==> config.mk <==
export PLATFORM = sky130hd
export DESIGN_NAME = crc16_packet_framer_unit_flat
export DESIGN_NICKNAME = d
export VERILOG_FILES = /design/src/crc16pf_pkg.sv /design/src/crc16pf_in_if.sv /design/src/crc16pf_out_if.sv /design/src/crc16pf_burst.sv /design/src/crc16_packet_framer_unit.sv /design/src/flat_wrapper.sv
export VERILOG_INCLUDE_DIRS = /design/src /design/src/src
export SDC_FILE = /design/constraint.sdc
export NUM_CORES = 1
export LEC_CHECK = 0
export BUFFER_PORTS_ARGS = -buffer_cell sky130_fd_sc_hd__clkbuf_2
export CAP_MARGIN = 0
export CORE_MARGIN = 5
export CORE_UTILIZATION = 65
export CTS_BUF_LIST = sky130_fd_sc_hd__clkbuf_8
export DETAILED_ROUTE_END_ITERATION = 8
export GPL_TIMING_DRIVEN = 0
export PLACE_DENSITY = 0.85
export SETUP_SLACK_MARGIN = 0.15
export SYNTH_ARGS = -nofsm -noshare
export SYNTH_HDL_FRONTEND = slang
export SYNTH_SLANG_ARGS = --single-unit
==> constraint.sdc <==
create_clock -name clk -period 5.05 [get_ports clk]
set_input_delay 1.515 -clock clk [delete_from_list [all_inputs] [get_ports clk]]
set_output_delay 1.515 -clock clk [all_outputs]
set_load 0.01 [all_outputs]
==> src/crc16_packet_framer_unit_macros.svh <==
// Assertion helpers for the framer RTL, used by its burst serializer.
`ifndef CRC16_PACKET_FRAMER_UNIT_MACROS_SVH
`define CRC16_PACKET_FRAMER_UNIT_MACROS_SVH

`ifndef SYNTHESIS
// Checked under reset-gating.
`define CPF_ASSERT(lbl, clk, rstn, prop, msg) \
  lbl: assert property (@(posedge clk) disable iff (!(rstn)) prop) else $error(msg);
// Checked on every edge, reset included.
`define CPF_ASSERT_ALWAYS(lbl, clk, prop, msg) \
  lbl: assert property (@(posedge clk) prop) else $error(msg);
`else
`define CPF_ASSERT(lbl, clk, rstn, prop, msg)
`define CPF_ASSERT_ALWAYS(lbl, clk, prop, msg)
`endif

`endif

==> src/crc16pf_pkg.sv <==
package crc16pf_pkg;

  localparam logic [7:0]  FrameStart = 8'd2;
  localparam logic [7:0]  FrameStop  = 8'd3;
  localparam logic [15:0] CrcPoly    = 16'h1021;
  localparam logic [15:0] CrcTopBit  = 16'h8000;
  localparam int          MaxBurst   = 6;

  typedef logic [2:0] burst_cnt_t;

  // Up to six wire bytes produced by one accepted payload byte.
  // bytes[0] goes out first.
  typedef struct packed {
    logic [MaxBurst-1:0][7:0] bytes;
    burst_cnt_t               cnt;
    logic                     has_end;
  } burst_t;

  // CRC-16, poly 0x1021, MSB first, one byte.
  function automatic logic [15:0] crc_feed(input logic [15:0] crc, input logic [7:0] b);
    logic [15:0] c;
    c = crc ^ {b, 8'h00};
    for (int k = 0; k < 8; k++) begin
      if ((c & CrcTopBit) != 16'h0000) begin
        c = {c[14:0], 1'b0} ^ CrcPoly;
      end else begin
        c = {c[14:0], 1'b0};
      end
    end
    return c;
  endfunction

endpackage

==> src/crc16pf_in_if.sv <==
interface crc16pf_in_if;
  logic       valid;
  logic       ready;
  logic [7:0] payload_byte;
  logic [7:0] payload_len;

  modport source (output valid, output payload_byte, output payload_len, input ready);
  modport sink (input valid, input payload_byte, input payload_len, output ready);
endinterface

==> src/crc16pf_out_if.sv <==
interface crc16pf_out_if;
  logic       valid;
  logic       ready;
  logic [7:0] out_byte;
  logic       frame_end;

  modport source (output valid, output out_byte, output frame_end, input ready);
  modport sink (input valid, input out_byte, input frame_end, output ready);
endinterface

==> src/crc16pf_burst.sv <==
`include "crc16_packet_framer_unit_macros.svh"

// Output serializer: holds one burst and drains it a byte per transaction.
module crc16pf_burst (
  input  logic                  clk,
  input  logic                  rst_n,
  input  logic                  load_en,
  input  crc16pf_pkg::burst_t   load_burst,
  output logic                  can_load,
  crc16pf_out_if.source         out_ch
);

  crc16pf_pkg::burst_t burst_r, burst_nxt;
  logic                pop;

  assign out_ch.valid     = (burst_r.cnt != 3'd0);
  assign out_ch.out_byte  = burst_r.bytes[0];
  assign out_ch.frame_end = burst_r.has_end && (burst_r.cnt == 3'd1);

  assign pop      = out_ch.valid && out_ch.ready;
  // Refill in the same cycle the last byte leaves.
  assign can_load = (burst_r.cnt == 3'd0) || ((burst_r.cnt == 3'd1) && out_ch.ready);

  always_comb begin
    burst_nxt = burst_r;
    if (load_en) begin
      burst_nxt = load_burst;
    end else if (pop) begin
      burst_nxt.bytes = burst_r.bytes >> 8;
      burst_nxt.cnt   = burst_r.cnt - 3'd1;
    end
  end

  always_ff @(posedge clk) begin
    if (!rst_n) begin
      burst_r.cnt     <= '0;
      burst_r.has_end <= 1'b0;
    end else begin
      burst_r.cnt     <= burst_nxt.cnt;
      burst_r.has_end <= burst_nxt.has_end;
    end
    burst_r.bytes <= burst_nxt.bytes;
  end

  `CPF_ASSERT(a_cnt_range, clk, rst_n, (burst_r.cnt <= 3'(crc16pf_pkg::MaxBurst)), "burst count overflow")
  `CPF_ASSERT(a_end_byte, clk, rst_n, (out_ch.frame_end |-> (out_ch.out_byte == crc16pf_pkg::FrameStop)), "frame_end on a byte other than the stop byte")
  `CPF_ASSERT(a_no_overwrite, clk, rst_n, (load_en |-> can_load), "burst loaded while bytes still pending")
  `CPF_ASSERT(a_drain, clk, rst_n, ((pop && !load_en) |=> (burst_r.cnt == $past(burst_r.cnt) - 3'd1)), "burst count did not step on a transaction")

endmodule

==> src/crc16_packet_framer_unit.sv <==
// The first wire byte of an accepted payload byte is offered in the cycle after it.
// Throughput: one wire byte, and one middle payload byte, per cycle while out_ch is ready;
//   other bytes hold input while the single-byte serializer drains their burst: 3 bytes
//   for a frame's first, 4 for its last, 5 for an empty frame, 6 for a one-byte frame.
// Reset (rst_n, synchronous, active low): CRC and length counter clear, framer idle,
//   output burst empty.
module crc16_packet_framer_unit (
  input  logic          clk,
  input  logic          rst_n,
  crc16pf_in_if.sink    in_ch,
  crc16pf_out_if.source out_ch
);

  // Frame state: running CRC and remaining payload count (0 = between frames).
  logic [15:0] crc_r, crc_nxt;
  logic [7:0]  left_r, left_nxt;

  logic                accept;
  logic                can_load;
  logic                idle;
  logic                zero_len;
  logic                last;
  logic [15:0]         crc_base;
  logic [15:0]         crc_upd;
  logic [7:0]          left_base;
  logic [7:0]          left_dec;
  crc16pf_pkg::burst_t load_burst;

  assign in_ch.ready = can_load;
  assign accept      = in_ch.valid && in_ch.ready;

  // Per-byte update: a new frame starts from zero CRC and the sampled length.
  always_comb begin
    idle      = (left_r == 8'd0);
    zero_len  = idle && (in_ch.payload_len == 8'd0);
    crc_base  = idle ? 16'h0000 : crc_r;
    left_base = idle ? in_ch.payload_len : left_r;
    crc_upd   = crc16pf_pkg::crc_feed(crc_base, in_ch.payload_byte);
    left_dec  = left_base - 8'd1;
    last      = (left_dec == 8'd0);
  end

  // Assemble the wire bytes caused by this transaction.
  always_comb begin
    load_burst         = '0;
    if (zero_len) begin
      // Empty frame: header, CRC of nothing, stop. Payload byte is dropped.
      load_burst.bytes[0] = crc16pf_pkg::FrameStart;
      load_burst.bytes[1] = 8'h00;
      load_burst.bytes[2] = 8'h00;
      load_burst.bytes[3] = 8'h00;
      load_burst.bytes[4] = crc16pf_pkg::FrameStop;
      load_burst.cnt      = 3'd5;
      load_burst.has_end  = 1'b1;
    end else if (idle && last) begin
      load_burst.bytes[0] = crc16pf_pkg::FrameStart;
      load_burst.bytes[1] = in_ch.payload_len;
      load_burst.bytes[2] = in_ch.payload_byte;
      load_burst.bytes[3] = crc_upd[15:8];
      load_burst.bytes[4] = crc_upd[7:0];
      load_burst.bytes[5] = crc16pf_pkg::FrameStop;
      load_burst.cnt      = 3'd6;
      load_burst.has_end  = 1'b1;
    end else if (idle) begin
      load_burst.bytes[0] = crc16pf_pkg::FrameStart;
      load_burst.bytes[1] = in_ch.payload_len;
      load_burst.bytes[2] = in_ch.payload_byte;
      load_burst.cnt      = 3'd3;
    end else if (last) begin
      load_burst.bytes[0] = in_ch.payload_byte;
      load_burst.bytes[1] = crc_upd[15:8];
      load_burst.bytes[2] = crc_upd[7:0];
      load_burst.bytes[3] = crc16pf_pkg::FrameStop;
      load_burst.cnt      = 3'd4;
      load_burst.has_end  = 1'b1;
    end else begin
      load_burst.bytes[0] = in_ch.payload_byte;
      load_burst.cnt      = 3'd1;
    end
  end

  // CRC returns to zero once the trailer is queued.
  always_comb begin
    crc_nxt  = crc_r;
    left_nxt = left_r;
    if (accept) begin
      if (zero_len) begin
        crc_nxt  = 16'h0000;
        left_nxt = 8'd0;
      end else begin
        crc_nxt  = last ? 16'h0000 : crc_upd;
        left_nxt = left_dec;
      end
    end
  end

  always_ff @(posedge clk) begin
    if (!rst_n) begin
      crc_r  <= 16'h0000;
      left_r <= 8'd0;
    end else begin
      crc_r  <= crc_nxt;
      left_r <= left_nxt;
    end
  end

  crc16pf_burst u_burst (
    .clk        (clk),
    .rst_n      (rst_n),
    .load_en    (accept),
    .load_burst (load_burst),
    .can_load   (can_load),
    .out_ch     (out_ch)
  );

endmodule
==> src/flat_wrapper.sv <==
// flat-port wrapper written by rule: the top's interface ports become plain ports
module crc16_packet_framer_unit_flat 
  (clk, rst_n, in_ch_valid, in_ch_payload_byte, in_ch_payload_len, in_ch_ready, out_ch_valid, out_ch_out_byte, out_ch_frame_end, out_ch_ready);
  crc16pf_in_if in_ch_i ();
  crc16pf_out_if out_ch_i ();
  input  logic clk;
  input  logic rst_n;
  input wire logic [$bits(in_ch_i.valid)-1:0] in_ch_valid;
  input wire logic [$bits(in_ch_i.payload_byte)-1:0] in_ch_payload_byte;
  input wire logic [$bits(in_ch_i.payload_len)-1:0] in_ch_payload_len;
  output wire logic [$bits(in_ch_i.ready)-1:0] in_ch_ready;
  output wire logic [$bits(out_ch_i.valid)-1:0] out_ch_valid;
  output wire logic [$bits(out_ch_i.out_byte)-1:0] out_ch_out_byte;
  output wire logic [$bits(out_ch_i.frame_end)-1:0] out_ch_frame_end;
  input wire logic [$bits(out_ch_i.ready)-1:0] out_ch_ready;
  assign in_ch_i.valid = in_ch_valid;
  assign in_ch_i.payload_byte = in_ch_payload_byte;
  assign in_ch_i.payload_len = in_ch_payload_len;
  assign in_ch_ready = in_ch_i.ready;
  assign out_ch_valid = out_ch_i.valid;
  assign out_ch_out_byte = out_ch_i.out_byte;
  assign out_ch_frame_end = out_ch_i.frame_end;
  assign out_ch_i.ready = out_ch_ready;
  crc16_packet_framer_unit u_core (.clk(clk), .rst_n(rst_n), .in_ch(in_ch_i), .out_ch(out_ch_i));
endmodule
### After elaboration in Yosys (flattened, before gate mapping)

Index checks and enable logic that the tools add are counted.

* add/subtract/negate cells: 2
* equality and inequality tests: 1
* mux-type cells: 25
* bitwise operators: 9
* reduce and logical (&&, ||, !) cells: 13

Operators by type and width (number)
* 13-bit 2-to-1 mux: 8
* 51-bit 2-to-1 mux: 2
* 16-bit 2-to-1 mux: 3
* 44-bit 2-to-1 mux: 1
* 36-bit 2-to-1 mux: 1
* 27-bit 2-to-1 mux: 1
* 8-bit zero test: 3
* 8-bit 2-to-1 mux: 3
* 3-bit NOT: 8
* 18-bit 2-to-1 mux: 1
* 16-bit XOR: 1
* 10-bit 2-to-1 mux: 1
* 8-bit by 1-bit subtractor with 8-bit output, second input constant: 1
* 1-bit logical AND: 6
* 3-bit by 1-bit equality test with 1-bit output, second input constant: 1
* 3-bit zero test: 1
* 3-bit 2-to-1 mux: 1
* 3-bit nonzero test: 1
* 3-bit by 1-bit subtractor with 3-bit output, second input constant: 1
* 1-bit 2-to-1 mux: 2
* 2-bit 2-to-1 mux: 1
* 2-bit nonzero test: 1
* 1-bit logical OR: 1

* register bits after elaboration: 76
* bits of input ports: 20
* word-level logic and storage cells: 60

### Longest topological paths before layout

* word-level depth: 24
* depth in mapped cells: 15
* gate-level depth less buffers: 10

### Modules after synthesis

A second synthesis with hierarchy kept.

* cell total of the unflattened synthesis: 400
* area, all modules: 4364.2 µm²

By module, submodules not included
* crc16pf_burst: times used 1, cells each 142, area an instance 2339.7 µm²
* crc16_packet_framer_unit: times used 1, cells each 258, area an instance 2024.4 µm²

### Least setup slack after synthesis

Ideal clock, no wire load.

* kind: input-to-reg
* from: input port in_ch_payload_len[0]
* to: register u_core.u_burst.burst_r[37] in the netlist's numbering (data pin)
* library setup time: 269 ps
* arrival time: 3408 ps
* data required time: 4781 ps
* setup slack: 1373 ps
* cell stages on the path: 9
* path buffers: 1
* cells stage by stage: a21oi_1 > ha_1 > or3b_4 > or3_4 > a211oi_2 > nand2b_1 > nand3b_4 > buf_6 > o31ai_1

RTL lines
* start, declared: RTL line flat_wrapper.sv:10 `input wire logic [$bits(in_ch_i.payload_len)-1:0] in_ch_payload_len;`
* end, declared: RTL line crc16pf_burst.sv:13 `crc16pf_pkg::burst_t burst_r, burst_nxt;`

==> results.json <==
{
  "start_util_pct": 66.69,
  "drt_iter0_drc": 318,
  "slew_violations": 0,
  "end_kind": "flop",
  "status": "finished, final reports clean",
  "synthFlopType": "edfxtp_1",
  "htree_levels": 3,
  "highest_layer": "met4",
  "synthArstFlopShare_pct": 0,
  "whs_ns": 0.4892,
  "hold_viol": 0,
  "yosysWarnings": 0,
  "fin_skew_ns": 0.01019,
  "crit_required_ns": 5.15,
  "yosys.area.top_type": "edfxtp_1",
  "syn-cell-area_um2": 3925,
  "die_w_um": 87.71,
  "max_freq_mhz": 257.2,
  "clockRootBuffer": "clkbuf_8",
  "rsz0062_at_grt": "false",
  "start_kind": "flop",
  "clk_path_buf_depth": 2,
  "post_cts_resized": 0,
  "period_needed_ns": 3.888,
  "synth-seq-cells": 69,
  "power.leakage_nw": 1.627,
  "drive_gt1_share_pct": 17.81,
  "vias": 3148,
  "io_pins": 31,
  "final_nets": 441,
  "grt_use_total_pct": 25.98,
  "clk_pin_slew_ns": 0.07,
  "drt-met1-wl_um": 4019,
  "syn_area_per_cell_um2": 10.33,
  "fin_crit_sh_pct": 76.98,
  "synth_cell_types": 56,
  "gp_congestion": 0.9648,
  "setup-violations-final": 0,
  "relSlewSlack_pct": 28.85,
  "grt_pass1_vias": 2965,
  "clock-sinks": 69,
  "coreArea_um2": 5886,
  "wl_um": 9401,
  "hp-class": "flop to flop",
  "area_delta_synth_final_pct": 11.06,
  "maxCapViolCount": 0,
  "grt_max_degree": 47,
  "wire_per_inst_um": 18.95,
  "synth_common_cells": "41 x edfxtp_1, 32 x xnor2_1, 31 x nor2_1, 28 x dfxtp_1, 24 x nand2_1",
  "antenna_found_initial": 0,
  "drtPass1Iterations": 5,
  "worstSkewPairLatency_ns": 0.36,
  "synth_nets": 405,
  "ant_nets": 0,
  "netlist_instances": 380,
  "wl_met3_um": 882,
  "cts_made_buffers": 9,
  "port_buffers": 25,
  "hold_buffers": 0,
  "grt_overflow": 0,
  "path_class": "flop to flop",
  "wl_met2_um": 4303,
  "die_h_um": 87.71,
  "ir_drop_mv": 0.4193,
  "synth_top_area_share_pct": 31.37,
  "p_per_area_nw_per_um2": 835.4,
  "grt_pass1_wl_um": 14910,
  "crit_arrival_ns": 3.99,
  "dieArea_um2": 7692,
  "placementRows": 28,
  "worstPathMaxFanout": 10,
  "drc_errors": 0,
  "cts_setup_buffers": 0,
  "worstMarginPinSlew_ns": 1.067,
  "synthTopCellsByArea": "edfxtp_1 31%, dfxtp_1 14%, xnor2_1 7.1%",
  "avgViaCountPerCell": 6.347,
  "nFillCells": 416,
  "seq_area_frac_synth_pct": 45.65,
  "num_antenna_cells": 0,
  "fin_setup_tns_ns": 0,
  "yosysMostFrequentCell": "edfxtp_1",
  "synth_edf_count": 41,
  "cts_tree": "yes",
  "hpwl_um": 6887
}
==> report_power, final <==
group | switching, mW | total, mW | leakage (nW) | internal [mW]
Sequential | 0.141 | 1.07 | 0.643 | 0.930
Combinational | 1.24 | 2.07 | 0.870 | 0.837
Clock | 0.221 | 0.497 | 0.114 | 0.276
==> flip-flops by register name (all words and copies together) (netlist names) <==
register and flops:
u_core.crc_r 16, u_core.left_r 8, u_core.u_burst.burst_r 37, u_core.u_burst.out_ch.out_byte 8
==> cells by family after synthesis <==
kind of cell / count (synthesis) / synth area share (%)
compound gates: 114 / 21.93
xor+xnor: 46 / 10.74
fa+ha+maj: 5 / 1.594
buf+inv: 47 / 6.184
flops: 69 / 45.65
mux: 1 / 0.2869
simple gates: 98 / 13.61
==> placed cells by master (no fill, tap or decap), types with 2 or more instances in the layout <==
master,n
a311oi_1,2
buf_4,10
nor2_1,31
nor4_4,2
inv_1,13
nor3_1,7
clkbuf_1,16
clkinv_4,2
nand3_1,2
or3_1,2
o31ai_2,3
clkinv_2,2
o21ai_1,14
o21ai_0,21
ha_1,5
a21oi_1,12
o21a_1,3
nand2b_1,5
bufinv_16,2
and3_1,2
nor2b_1,9
clkbuf_2,25
xnor2_1,32
a22oi_1,15
buf_6,3
dfxtp_1,28
edfxtp_1,41
clkbuf_8,9
a22o_1,8
o31ai_1,3
buf_2,5
a31oi_1,5
and2_1,4
nand2_1,24
xor2_1,13
a32o_1,16
==> path summary, 6_finish.rpt <==
kind | cells past startpoint | from | slack [ns] | to
max | 14 | u_core.left_r[6] | 1.16 | u_core.u_burst.burst_r[34]
max reg2reg | 14 | u_core.left_r[6] | 1.16 | u_core.u_burst.burst_r[34]
min | 1 | u_core.crc_r[0] | 0.49 | u_core.crc_r[0]
min reg2reg | 1 | u_core.crc_r[0] | 0.49 | u_core.crc_r[0]
==> per-stage QoR <==
step | utilization (%) | cells | setup slack [ns] | instance area, um^2 | power (mW)
2_1_floorplan | - | 380 | 1.373 | 3925 | 2.623
3_3_place_gp | 70.41 | 480 | 0.9939 | 4144 | 3.049
3_5_place_dp | 70.41 | 480 | 0.9769 | 4144 | 3.114
4_1_cts | 74.06 | 496 | 1.220 | 4359 | 3.611
5_1_grt | 74.06 | 496 | 0.9683 | 4359 | 3.876
6_report | 74.06 | 496 | 1.162 | 4359 | 3.642
==> cell type report <==
type / count / area (um^2) / area share, %
well taps: 75 / 93.84 / 2.153
flip-flops and latches: 69 / 1792 / 41.10
multi-input cells: 264 / 1891 / 43.37
repair buffers: 25 / 125.1 / 2.870
inverters: 12 / 45.04 / 1.033
clock inverters: 7 / 91.34 / 2.095
plain buffers: 35 / 197.7 / 4.535
clock buffers: 9 / 123.9 / 2.842
==> metal layers <==
layer,GRT usage [%],vias up
met3,4.986,18
met2,40.41,173
met1,35.69,1499
li1,-,1458
met5,0,-
met4,10.88,0
==> worst max-delay path: stages, from the launching register on <==
cell and delay, ns:
dfxtp_1 0.56, nor4_4 0.12, and2_1 0.18, buf_4 0.16, buf_4 0.17, buf_2 0.19, a21oi_1 0.27, ha_1 0.26
or3b_4 0.42, or3_4 0.38, a211oi_2 0.27, nor2b_1 0.07, nand4_1 0.18, buf_2 0.26, o21ai_1 0.12
(Power assumes the default switching activity.)
